$ cat config.mk
export PLATFORM = sky130hd
export DESIGN_NAME = bitflag_run_length_expander_unit
export DESIGN_NICKNAME = d
export VERILOG_FILES = /design/src/design/brle_pkg.sv /design/src/design/bitflag_run_length_expander_unit.sv /design/src/design/brle_cfg_regs.sv /design/src/design/brle_decode.sv
export SDC_FILE = /design/constraint.sdc
export NUM_CORES = 1
export LEC_CHECK = 0
export BUFFER_PORTS_ARGS = -buffer_cell sky130_fd_sc_hd__buf_2
export CORE_ASPECT_RATIO = 0.8
export CORE_MARGIN = 4
export CORE_UTILIZATION = 60
export DETAILED_ROUTE_END_ITERATION = 10
export GPL_TIMING_DRIVEN = 0
export PLACE_DENSITY_LB_ADDON = 0.08
export SLEW_MARGIN = 40
export SYNTH_ARGS = -nofsm -noshare
export SYNTH_HDL_FRONTEND = slang
export SYNTH_SLANG_ARGS = --single-unit
$ cat constraint.sdc
create_clock -name clk -period 12.85 [get_ports clk]
set_input_delay 0.6425 -clock clk [delete_from_list [all_inputs] [get_ports clk]]
set_output_delay 0.6425 -clock clk [all_outputs]
set_load 0.03 [all_outputs]
$ cat src/design/brle_pkg.sv
// ----------------------------------------------------------------------------
// brle_pkg - shared types and constants of the bit-flag run-length expander
// Holds the decode phase type, the input kind codes, the decoder state and
// result structures, and the short-code length table.
// ----------------------------------------------------------------------------
package brle_pkg;

  // Input kind codes, also used for the "wanted next" field.
  localparam logic [1:0] KIND_CTRL  = 2'd0;
  localparam logic [1:0] KIND_LEN   = 2'd1;
  localparam logic [1:0] KIND_VALUE = 2'd2;

  // Register indexes of the configuration port.
  localparam logic REG_LAYOUT = 1'b0;
  localparam logic REG_LIMIT  = 1'b1;

  localparam logic [4:0] FLAGS_PER_WORD  = 5'd16;
  localparam logic [4:0] RUN_BIAS        = 5'd4;
  localparam logic [8:0] EXT_BIAS        = 9'd20;
  localparam logic [1:0] LAST_CODE_BIT   = 2'd2;
  localparam logic [8:0] MAX_RUN_COUNT   = 9'd275;
  // A control word can resolve at most three code bits plus one flag bit.
  localparam int         MAX_SETTLE_BITS = 4;

  typedef enum logic [2:0] {
    PH_FLAG   = 3'd0,
    PH_LIT    = 3'd1,
    PH_RUNVAL = 3'd2,
    PH_CODE   = 3'd3,
    PH_DESC   = 3'd4,
    PH_EXT    = 3'd5,
    PH_DONE   = 3'd6
  } phase_t;

  typedef struct packed {
    logic        swapped;
    logic [15:0] output_limit;
  } cfg_t;

  typedef struct packed {
    logic [15:0] flag_word;
    logic [4:0]  flags_left;
    logic [4:0]  pending_run;
    logic [7:0]  held_value;
    phase_t      phase;
    logic [1:0]  bits_taken;
    logic [4:0]  descriptor_low;
    logic [15:0] bytes_written;
  } dec_state_t;

  typedef struct packed {
    logic       emit;
    logic [7:0] run_value;
    logic [8:0] run_count;
    logic [1:0] want;
    logic       finished;
  } res_t;

  // Input kind that a phase is waiting for.
  function automatic logic [1:0] want_of(input phase_t phase);
    logic [1:0] k;
    case (phase)
      PH_LIT, PH_RUNVAL: k = KIND_VALUE;
      PH_DESC, PH_EXT:   k = KIND_LEN;
      default:           k = KIND_CTRL;
    endcase
    return k;
  endfunction

  // Run length of a code ended by a 0 bit after pos leading 1 bits.
  // A result of zero means the length comes from a descriptor.
  function automatic logic [2:0] code_length(input logic swapped, input logic [1:0] pos);
    logic [2:0] len;
    case (pos)
      2'd0:    len = swapped ? 3'd0 : 3'd2;
      2'd1:    len = swapped ? 3'd2 : 3'd3;
      default: len = swapped ? 3'd3 : 3'd4;
    endcase
    return len;
  endfunction

endpackage

$ cat src/design/bitflag_run_length_expander_unit.sv
// ----------------------------------------------------------------------------
// bitflag_run_length_expander_unit - run-expansion stage of a decompressor
// A request accepted into the input register is decoded and its result is
// written to the result register; a stall on the result channel holds it.
// Throughput: one request per cycle while the result channel is not stalled,
// limited by the single decode pass between the input and result registers.
// Reset (synchronous, rst_n low): decoder state, registers and both valid
// flags are cleared; the block waits for a flag bit with no flags loaded.
// ----------------------------------------------------------------------------
module bitflag_run_length_expander_unit import brle_pkg::*; (
  input  logic        clk,
  input  logic        rst_n,
  // Input request channel.
  input  logic        in_valid,
  output logic        in_ready,
  input  logic [1:0]  in_kind,
  input  logic [15:0] in_data,
  // Result channel.
  output logic        out_valid,
  input  logic        out_ready,
  output logic        out_emit,
  output logic [7:0]  out_run_value,
  output logic [8:0]  out_run_count,
  output logic [1:0]  out_want,
  output logic        out_finished,
  // Configuration port.
  input  logic        psel,
  input  logic        penable,
  input  logic        pwrite,
  input  logic [2:0]  paddr,
  input  logic [31:0] pwdata,
  output logic [31:0] prdata,
  output logic        pready
);

  // The design is a two-register pipeline. The input register holds one
  // request; the decode step combines it with the architectural state and
  // writes both the new state and the result in the same cycle. Because the
  // state only moves when a request is decoded, each request sees exactly the
  // state left by the one before it, and requests can follow back to back.

  cfg_t        cfg;
  dec_state_t  st_r;
  dec_state_t  st_nxt;
  res_t        res;
  res_t        out_res_r;
  logic        out_vld_r;
  logic        in_vld_r;
  logic [1:0]  in_kind_r;
  logic [15:0] in_data_r;
  logic        advance;

  brle_cfg_regs u_cfg (
    .clk     (clk),
    .rst_n   (rst_n),
    .psel    (psel),
    .penable (penable),
    .pwrite  (pwrite),
    .paddr   (paddr),
    .pwdata  (pwdata),
    .prdata  (prdata),
    .pready  (pready),
    .cfg_o   (cfg)
  );

  brle_decode u_decode (
    .in_kind_i (in_kind_r),
    .in_data_i (in_data_r),
    .st_i      (st_r),
    .cfg_i     (cfg),
    .st_nxt_o  (st_nxt),
    .res_o     (res)
  );

  // A held request is decoded whenever the result register is empty or its
  // current result is being taken in the same cycle.
  assign advance  = in_vld_r && (!out_vld_r || out_ready);
  // The input register refills in the cycle it drains; a waiting result that is
  // not taken holds the request and stops the next one from being taken.
  assign in_ready = !in_vld_r || advance;

  always_ff @(posedge clk) begin
    if (!rst_n) begin
      in_vld_r <= 1'b0;
    end else if (in_ready) begin
      in_vld_r <= in_valid;
    end
  end

  // Request payload carries no reset; it is qualified by in_vld_r.
  always_ff @(posedge clk) begin
    if (in_valid && in_ready) begin
      in_kind_r <= in_kind;
      in_data_r <= in_data;
    end
  end

  // Architectural decoder state, updated once per decoded request. The
  // all-zero state is the flag-bit phase with no flags loaded.
  always_ff @(posedge clk) begin
    if (!rst_n) begin
      st_r <= '0;
    end else if (advance) begin
      st_r <= st_nxt;
    end
  end

  always_ff @(posedge clk) begin
    if (!rst_n) begin
      out_vld_r <= 1'b0;
    end else if (advance) begin
      out_vld_r <= 1'b1;
    end else if (out_ready) begin
      out_vld_r <= 1'b0;
    end
  end

  always_ff @(posedge clk) begin
    if (advance) begin
      out_res_r <= res;
    end
  end

  assign out_valid     = out_vld_r;
  assign out_emit      = out_res_r.emit;
  assign out_run_value = out_res_r.run_value;
  assign out_run_count = out_res_r.run_count;
  assign out_want      = out_res_r.want;
  assign out_finished  = out_res_r.finished;

  // Once decoding has ended, no later request may produce a run or ask for
  // anything but a control word.
  a_finished_quiet: assert property (@(posedge clk) disable iff (!rst_n)
    out_valid && out_finished |-> !out_emit && out_want == KIND_CTRL)
    else $error("finished result carries a run or a request for input");

  // Every run written has a legal length.
  a_run_count_range: assert property (@(posedge clk) disable iff (!rst_n)
    out_valid && out_emit |-> out_run_count != 9'd0 && out_run_count <= MAX_RUN_COUNT)
    else $error("run count out of range");

  // The end of decoding is final.
  a_done_sticky: assert property (@(posedge clk) disable iff (!rst_n)
    st_r.phase == PH_DONE |=> st_r.phase == PH_DONE)
    else $error("decoder left the finished phase");

  // The output byte count never goes backwards.
  a_count_monotonic: assert property (@(posedge clk) disable iff (!rst_n)
    advance |=> st_r.bytes_written >= $past(st_r.bytes_written))
    else $error("output byte count decreased");

  // State only changes when a request is decoded.
  a_state_holds: assert property (@(posedge clk) disable iff (!rst_n)
    !advance |=> $stable(st_r))
    else $error("decoder state changed without a decoded request");

endmodule

$ cat src/design/brle_cfg_regs.sv
// ----------------------------------------------------------------------------
// brle_cfg_regs - configuration registers of the run-length expander
// APB-style slave holding the token layout select and the output limit.
// ----------------------------------------------------------------------------
module brle_cfg_regs import brle_pkg::*; (
  input  logic        clk,
  input  logic        rst_n,
  input  logic        psel,
  input  logic        penable,
  input  logic        pwrite,
  input  logic [2:0]  paddr,
  input  logic [31:0] pwdata,
  output logic [31:0] prdata,
  output logic        pready,
  output cfg_t        cfg_o
);

  cfg_t cfg_r;
  cfg_t cfg_nxt;
  logic wr_en;

  assign pready = 1'b1;
  assign wr_en  = psel & penable & pwrite;

  always_comb begin
    cfg_nxt = cfg_r;
    if (wr_en) begin
      case (paddr[2])
        REG_LAYOUT: cfg_nxt.swapped      = pwdata[0];
        REG_LIMIT:  cfg_nxt.output_limit = pwdata[15:0];
        default:    cfg_nxt = cfg_r;
      endcase
    end
  end

  always_ff @(posedge clk) begin
    if (!rst_n) begin
      cfg_r <= '0;
    end else begin
      cfg_r <= cfg_nxt;
    end
  end

  // Register 0 (the low address bits are ignored) reads the layout bit.
  always_comb begin
    case (paddr[2])
      REG_LAYOUT: prdata = {31'd0, cfg_r.swapped};
      REG_LIMIT:  prdata = {16'd0, cfg_r.output_limit};
      default:    prdata = '0;
    endcase
  end

  assign cfg_o = cfg_r;

endmodule

$ cat src/design/brle_decode.sv
// ----------------------------------------------------------------------------
// brle_decode - single-request decode step of the run-length expander
// Takes the registered request and the current decoder state and works out
// the next state and the result in one combinational pass.
// ----------------------------------------------------------------------------
module brle_decode import brle_pkg::*; (
  input  logic [1:0]  in_kind_i,
  input  logic [15:0] in_data_i,
  input  dec_state_t  st_i,
  input  cfg_t        cfg_i,
  output dec_state_t  st_nxt_o,
  output res_t        res_o
);

  dec_state_t  s;
  logic        run_go;
  logic [7:0]  run_val;
  logic [8:0]  run_cnt;
  logic        code_bit;
  logic [2:0]  code_len;
  logic [7:0]  byte_v;
  logic [16:0] sum_v;

  always_comb begin
    s        = st_i;
    run_go   = 1'b0;
    run_val  = '0;
    run_cnt  = '0;
    code_bit = 1'b0;
    code_len = '0;
    sum_v    = '0;
    byte_v   = in_data_i[7:0];

    if (s.phase != PH_DONE && in_kind_i == want_of(s.phase)) begin
      case (s.phase)
        PH_LIT: begin
          run_go  = 1'b1;
          run_val = byte_v;
          run_cnt = 9'd1;
          s.phase = PH_FLAG;
        end
        PH_RUNVAL: begin
          s.held_value = byte_v;
          s.bits_taken = '0;
          s.phase      = PH_CODE;
        end
        PH_DESC: begin
          if (byte_v[7:4] != 4'd0) begin
            s.pending_run = {1'b0, byte_v[3:0]} + RUN_BIAS;
            run_go        = 1'b1;
            run_val       = s.held_value;
            run_cnt       = {5'd0, byte_v[7:4]} + {4'd0, RUN_BIAS};
            s.phase       = PH_FLAG;
          end else begin
            s.descriptor_low = {1'b0, byte_v[3:0]} + RUN_BIAS;
            s.phase          = PH_EXT;
          end
        end
        PH_EXT: begin
          run_go           = 1'b1;
          run_val          = s.held_value;
          run_cnt          = {1'b0, byte_v} + EXT_BIAS;
          s.pending_run    = s.descriptor_low;
          s.descriptor_low = '0;
          s.phase          = PH_FLAG;
        end
        default: begin
          s.flag_word  = in_data_i;
          s.flags_left = FLAGS_PER_WORD;
        end
      endcase

      // Consume flag and code bits until an input is needed again.
      for (int i = 0; i < MAX_SETTLE_BITS; i++) begin
        if ((s.phase == PH_FLAG || s.phase == PH_CODE) && s.flags_left != '0) begin
          code_bit     = s.flag_word[15];
          s.flag_word  = {s.flag_word[14:0], 1'b0};
          s.flags_left = s.flags_left - 5'd1;
          if (s.phase == PH_FLAG) begin
            s.phase = code_bit ? PH_RUNVAL : PH_LIT;
          end else if (code_bit && s.bits_taken < LAST_CODE_BIT) begin
            s.bits_taken = s.bits_taken + 2'd1;
          end else if (code_bit && s.bytes_written >= cfg_i.output_limit) begin
            s.phase      = PH_DONE;
            s.bits_taken = '0;
          end else begin
            if (code_bit) begin
              code_len = cfg_i.swapped ? 3'd4 : 3'd0;
            end else begin
              code_len = code_length(cfg_i.swapped, s.bits_taken);
            end
            s.bits_taken = '0;
            if (code_len != 3'd0) begin
              run_go  = 1'b1;
              run_val = s.held_value;
              run_cnt = {6'd0, code_len};
              s.phase = PH_FLAG;
            end else if (s.pending_run > RUN_BIAS) begin
              run_go        = 1'b1;
              run_val       = s.held_value;
              run_cnt       = {4'd0, s.pending_run};
              s.pending_run = '0;
              s.phase       = PH_FLAG;
            end else if (s.pending_run == RUN_BIAS) begin
              s.pending_run    = '0;
              s.descriptor_low = '0;
              s.phase          = PH_EXT;
            end else begin
              s.phase = PH_DESC;
            end
          end
        end
      end
    end

    // At most one run per request, so a single saturating add suffices.
    if (run_go) begin
      sum_v           = {1'b0, s.bytes_written} + {8'd0, run_cnt};
      s.bytes_written = sum_v[16] ? 16'hFFFF : sum_v[15:0];
    end
  end

  assign st_nxt_o           = s;
  assign res_o.emit         = run_go;
  assign res_o.run_value    = run_val;
  assign res_o.run_count    = run_cnt;
  assign res_o.want         = (s.phase == PH_DONE) ? KIND_CTRL : want_of(s.phase);
  assign res_o.finished     = (s.phase == PH_DONE);

endmodule

Yosys cells after proc, flatten, opt, wreduce, memory -nomap -nowiden:

Index checks and enable logic that the tools add are counted.

* bits of input ports: 60
* register bits after elaboration: 118

* mux-type cells: 230
* bitwise operators: 3
* $lt $le $gt $ge: 9
* reductions and logical operators: 51
* add/sub/neg operators: 12
* eq/ne operators: 23

Operator list (number)
* 5-bit 2-to-1 mux: 51
* 9-bit 2-to-1 mux: 27
* 8-bit 2-to-1 mux: 28
* 26-bit 2-to-1 mux: 7
* 3-bit 2-to-1 mux: 44
* 10-bit 2-to-1 mux: 8
* 32-bit case mux with 2 select lines: 1
* 21-bit 2-to-1 mux: 2
* 1-bit 2-to-1 mux: 34
* 7-bit 2-to-1 mux: 4
* 9-bit case mux with 3 select lines: 1
* 3-bit case mux with 2 select lines: 4
* 8-bit case mux with 3 select lines: 1
* 2-bit 2-to-1 mux: 11
* 5-bit by 3-bit == test with 1-bit output, second input constant: 4
* 5-bit by 3-bit > comparator with 1-bit output, second input constant: 4
* 5-bit case mux with 2 select lines: 2
* 5-bit nonzero test: 4
* 5-bit by 1-bit subtractor with 5-bit output, second input constant: 4
* 3-bit by 2-bit == test with 1-bit output, second input constant: 6
* 16-bit by 9-bit adder with 17-bit output: 1
* 16-bit greater-or-equal comparator: 1
* 16-bit 2-to-1 mux: 1
* 3-bit == test, second input constant: 5
* other kinds (24): 73

Longest topological paths before layout:

* depth after elaboration: 69
* depth in mapped cells: 44
* mapped depth without buffers: 42

Modules after synthesis:

Synthesis repeated with hierarchy kept, for this count alone.

* cells, all modules: 1317
* area, all modules: 10780.3 um^2

By module, submodules not included
* brle_decode: seq. area each 0.0 um^2, cells an instance 897, area an instance 6102.1 um^2, times used 1
* bitflag_run_length_expander_unit: seq. area each 2412.3 um^2, cells an instance 309, area an instance 3727.3 um^2, times used 1
* brle_cfg_regs: seq. area each 340.3 um^2, cells an instance 111, area an instance 950.9 um^2, times used 1

Least setup slack after synthesis:

No wires, ideal clock.

* kind: register to register
* from: reg st_r[25] (netlist bit)
* to: reg st_r[13] (netlist bit)
* arrival time: 8.761 ns
* setup time: 0.137 ns
* setup slack: 3.952 ns
* cell stages (with the launch flop): 42
* cell sequence: dfxtp_1 buf_2 nor3_2 nor2_4 nand2_1 ha_1 or4b_1 o21ai_0 buf_2 xnor2_1 ha_1 nor2b_1 a31oi_4 o21ai_4 nor3_1 mux2_2 ha_1 and2_1 [... 6 more ...] mux2i_1 nand3b_1 nor2_1 o21a_1 ha_1 fa_1 a21o_1 a21oi_1 o21bai_1 a21oi_1 o21bai_1 a21oi_1 o21bai_1 nor2b_1 nand4_1 clkbuf_1 and3_1 nor3_1

RTL lines
* start, declared: line bitflag_run_length_expander_unit.sv:43 `dec_state_t st_r;`
* start signal, assigned: line bitflag_run_length_expander_unit.sv:104 `st_r <= st_nxt;`

==> flow_summary.yaml <==
status:
  outcome: "finished clean"
sta:
  rsz0062_at_grt: "no"
  slew_violations: 0
  finalClockSkew_ns: 0.0126
  max_freq_mhz: 88.3
  holdWs_ns: 0.388
  worstMarginPinSlew_ns: 0.736
  min_period_over_period_pct: 88.1
  hold_viol: 0
  setup_viol: 0
  tns_ns: 0
  layout_min_cycle_time_ns: 11.32
  finalWorstSetupSlack_ns: 1.53
  max_slew_margin_pct: 50.6
worst_hold_path:
  hp-class: "input port to register"
  min_from: "in_data[14]"
power_and_ir_drop:
  netSwitchingFraction_pct: 40.8
  ir_drop_mv: 0.106
  p_int_uw: 949
  total_power_mw: 1.60
  p_sw_uw: 655
  p_clk_share_pct: 29.5
  power.leakage_nw: 4.14
  p_per_area_nw_per_um2: 151
  seqPwrFrac_pct: 25.8
  combPwrFrac_pct: 44.6
placement:
  dp_slack_ns: 1.90
  dp_hpwl_um: 20600
  place_inst: 1389
  port_buffers: 80
  gp_congestion: 0.991
  post_dp_cell_area_um2: 10000
final_layout:
  ff_latch_area_um2: 2750
  syn_to_final_growth_pct: 14.5
  multiInputGateArea_um2: 6040
  utilization_pct: 70.5
  fillers: 1223
  drive_gt1_share_pct: 19.1
  final_cell_count_no_fill: 1421
  fin_nets: 1303
  fin_area_um2: 10600
  n_antenna_cell: 0
critical_path:
  critical_path_class: "register to register"
  worstPathRequired_ns: 13.12
  timing.rr.start: "st_r[25]$_SDFFE_PN0P_"
  path_delay_family: "simple AND/OR/NAND/NOR gates"
  path_buf_inv: 5
  critical-path-slowest-cell: "mux2i_1"
  startpoint_type: "register"
  cpMostUsedCell: "ha_1"
  slowest_delay_ns: 0.63
  cp.arrival_ns: 11.59
  cp-startpoint: "st_r[25]$_SDFFE_PN0P_"
  worstPathMaxFanout: 10
  endpoint_kind: "register"
route:
  wl_per_cell_um: 19.5
  vias_per_cell: 6.44
  wl_um: 27700
  dr.first_iter.drc_count: 1083
  vias: 9151
  drc: 0
  drt_first_pass_iters: 8
  antenna_left: 0
clock_network:
  postCtsSetupBuffers: 0
  root_buffer: "clkbuf_16"
  cts.sinks: 118
  cts_made_buffers: 17
  cts_tree: "built"
  clockBufferDepth: 2
  ctsResizeCount: 0
  htree_levels: 4
  clkSlewWorstSetupHoldPaths_ns: 0.06
  cts_hold_buf: 0
  clk_latency_ns: 0.43
yosys:
  synthTopCellsByCount: "nand2_1 (124), nor2_1 (101), a21oi_1 (86)"
  synth.most_common_cell: "nand2_1"
  synthCells: 1083
  ys_warn_count: 0
  seq_area_frac_synth_pct: 29.7
  ys_seq_elements: 118
  yosysUniqueCellTypes: 101
  synth_top_area_share_pct: 17.0
  synthArstFlopShare_pct: 0
  synth_area_per_cell_um2: 8.57
  yosys.area.top_type: "dfxtp_1"
  synth_top_flop_cell: "dfxtp_1"
  synth_edf_count: 39
  mappedNetlistArea_um2: 9280
  ys_top_cells_by_area: "dfxtp_1 (17%), edfxtp_1 (13%), ha_1 (5.9%)"
global_route:
  grt_overflow: 0
  grt_usage_pct: 31.2
  grt_start_max_net_pins: 19
  grt_pass1_vias: 8255
  antenna_found_initial: 0
  grt_pass1_wl_um: 44200
run:
  timing.max_cap.violations: 0
floorplanning:
  core_region_area_um2: 15100
  fp.dieW_um: 147
  initial_core_util_pct: 61.6
  fp-row-count: 40
  io-pin-count: 116
  die_h_um: 119
  die-area_um2: 17500
[cell usage in the layout (no fill, tap or decap), types with 7 or more instances in the layout]
cell	n
o211ai_1	11
clkbuf_1	25
a22o_1	12
mux2i_1	51
edfxtp_1	39
or4_1	7
o21ai_0	48
nor4_1	8
nand2_1	124
nor3_1	24
nor2_1	101
nor2b_1	7
and3_1	7
nand3_1	19
nand4_1	8
a21o_1	7
clkbuf_16	17
mux4_2	14
inv_1	46
and2_1	16
buf_2	95
a31oi_1	10
a311oi_1	10
conb_1	17
a211oi_1	21
buf_4	23
xnor2_1	17
dfxtp_1	79
a311oi_2	7
nand2b_1	10
ha_1	44
a21oi_1	86
[sequential cells by signal (all words and copies together) (netlist names)]
| name | flops |
|---|---|
| u_cfg.cfg_o | 17 |
| out_finished | 1 |
| out_want | 2 |
| in_data_r | 16 |
| out_valid | 1 |
| out_emit | 1 |
| out_run_count | 9 |
| st_r | 60 |
| in_vld_r | 1 |
| out_run_value | 8 |
| in_kind_r | 2 |
[logic make-up after synthesis]
family | count (synthesis) | share of synthesized area [%]
simple gates | 375 | 19.7
compound gates | 330 | 26.4
flops | 118 | 29.7
buf+inv | 118 | 6.08
mux | 72 | 9.73
fa+ha+maj | 45 | 6.15
xor+xnor | 23 | 2.17
other cells | 2 | 0.0809
[routing by layer]
layer | global-route usage [%] | up-vias | wire length [um]
li1 | - | 4296 | -
met1 | 47.2 | 4333 | 12700
met2 | 44.0 | 472 | 11400
met3 | 7.49 | 50 | 2840
met4 | 9.31 | 0 | 659
met5 | 0 | - | 0
[layout make-up]
cell class,instances,share of cell area (%)
buffer,72,3.71
clock buffer,17,4.00
clock inverter,15,1.46
inverter,46,1.62
multi-input combinational,862,56.8
sequential,118,25.9
tap,210,2.47
timing repair buffer,81,4.03
[worst paths after layout]
kind	cells after the start	slack [ns]	to
setup / recovery	41	1.53	st_r[13]$_SDFFE_PN0P_
hold / removal	1	0.39	in_data_r[14]$_DFFE_PP_
setup reg to reg	41	1.53	st_r[13]$_SDFFE_PN0P_
hold reg to reg	2	0.45	u_cfg.cfg_o[4]$_SDFFE_PN0P_
[power by group through the flow]
| stage | Combinational (mW) | Clock, mW | Sequential (mW) |
|---|---|---|---|
| 2_1_floorplan | 0.521 | 0 | 0.426 |
| 3_3_place_gp | 0.680 | 0 | 0.421 |
| 3_5_place_dp | 0.688 | 0 | 0.422 |
| 4_1_cts | 0.696 | 0.475 | 0.414 |
| 5_1_grt | 0.771 | 0.492 | 0.416 |
| 6_report | 0.715 | 0.474 | 0.415 |
[worst register-to-register path, delay by kind of cell (launching register included)]
family,cells,cell delay (ns)
fa+ha+maj,5,1.30
compound gates,12,2.93
mux,4,1.77
flops,1,0.34
xor+xnor,1,0.21
simple gates,14,3.23
buf+inv,5,1.43
(Power assumes the default switching activity.)
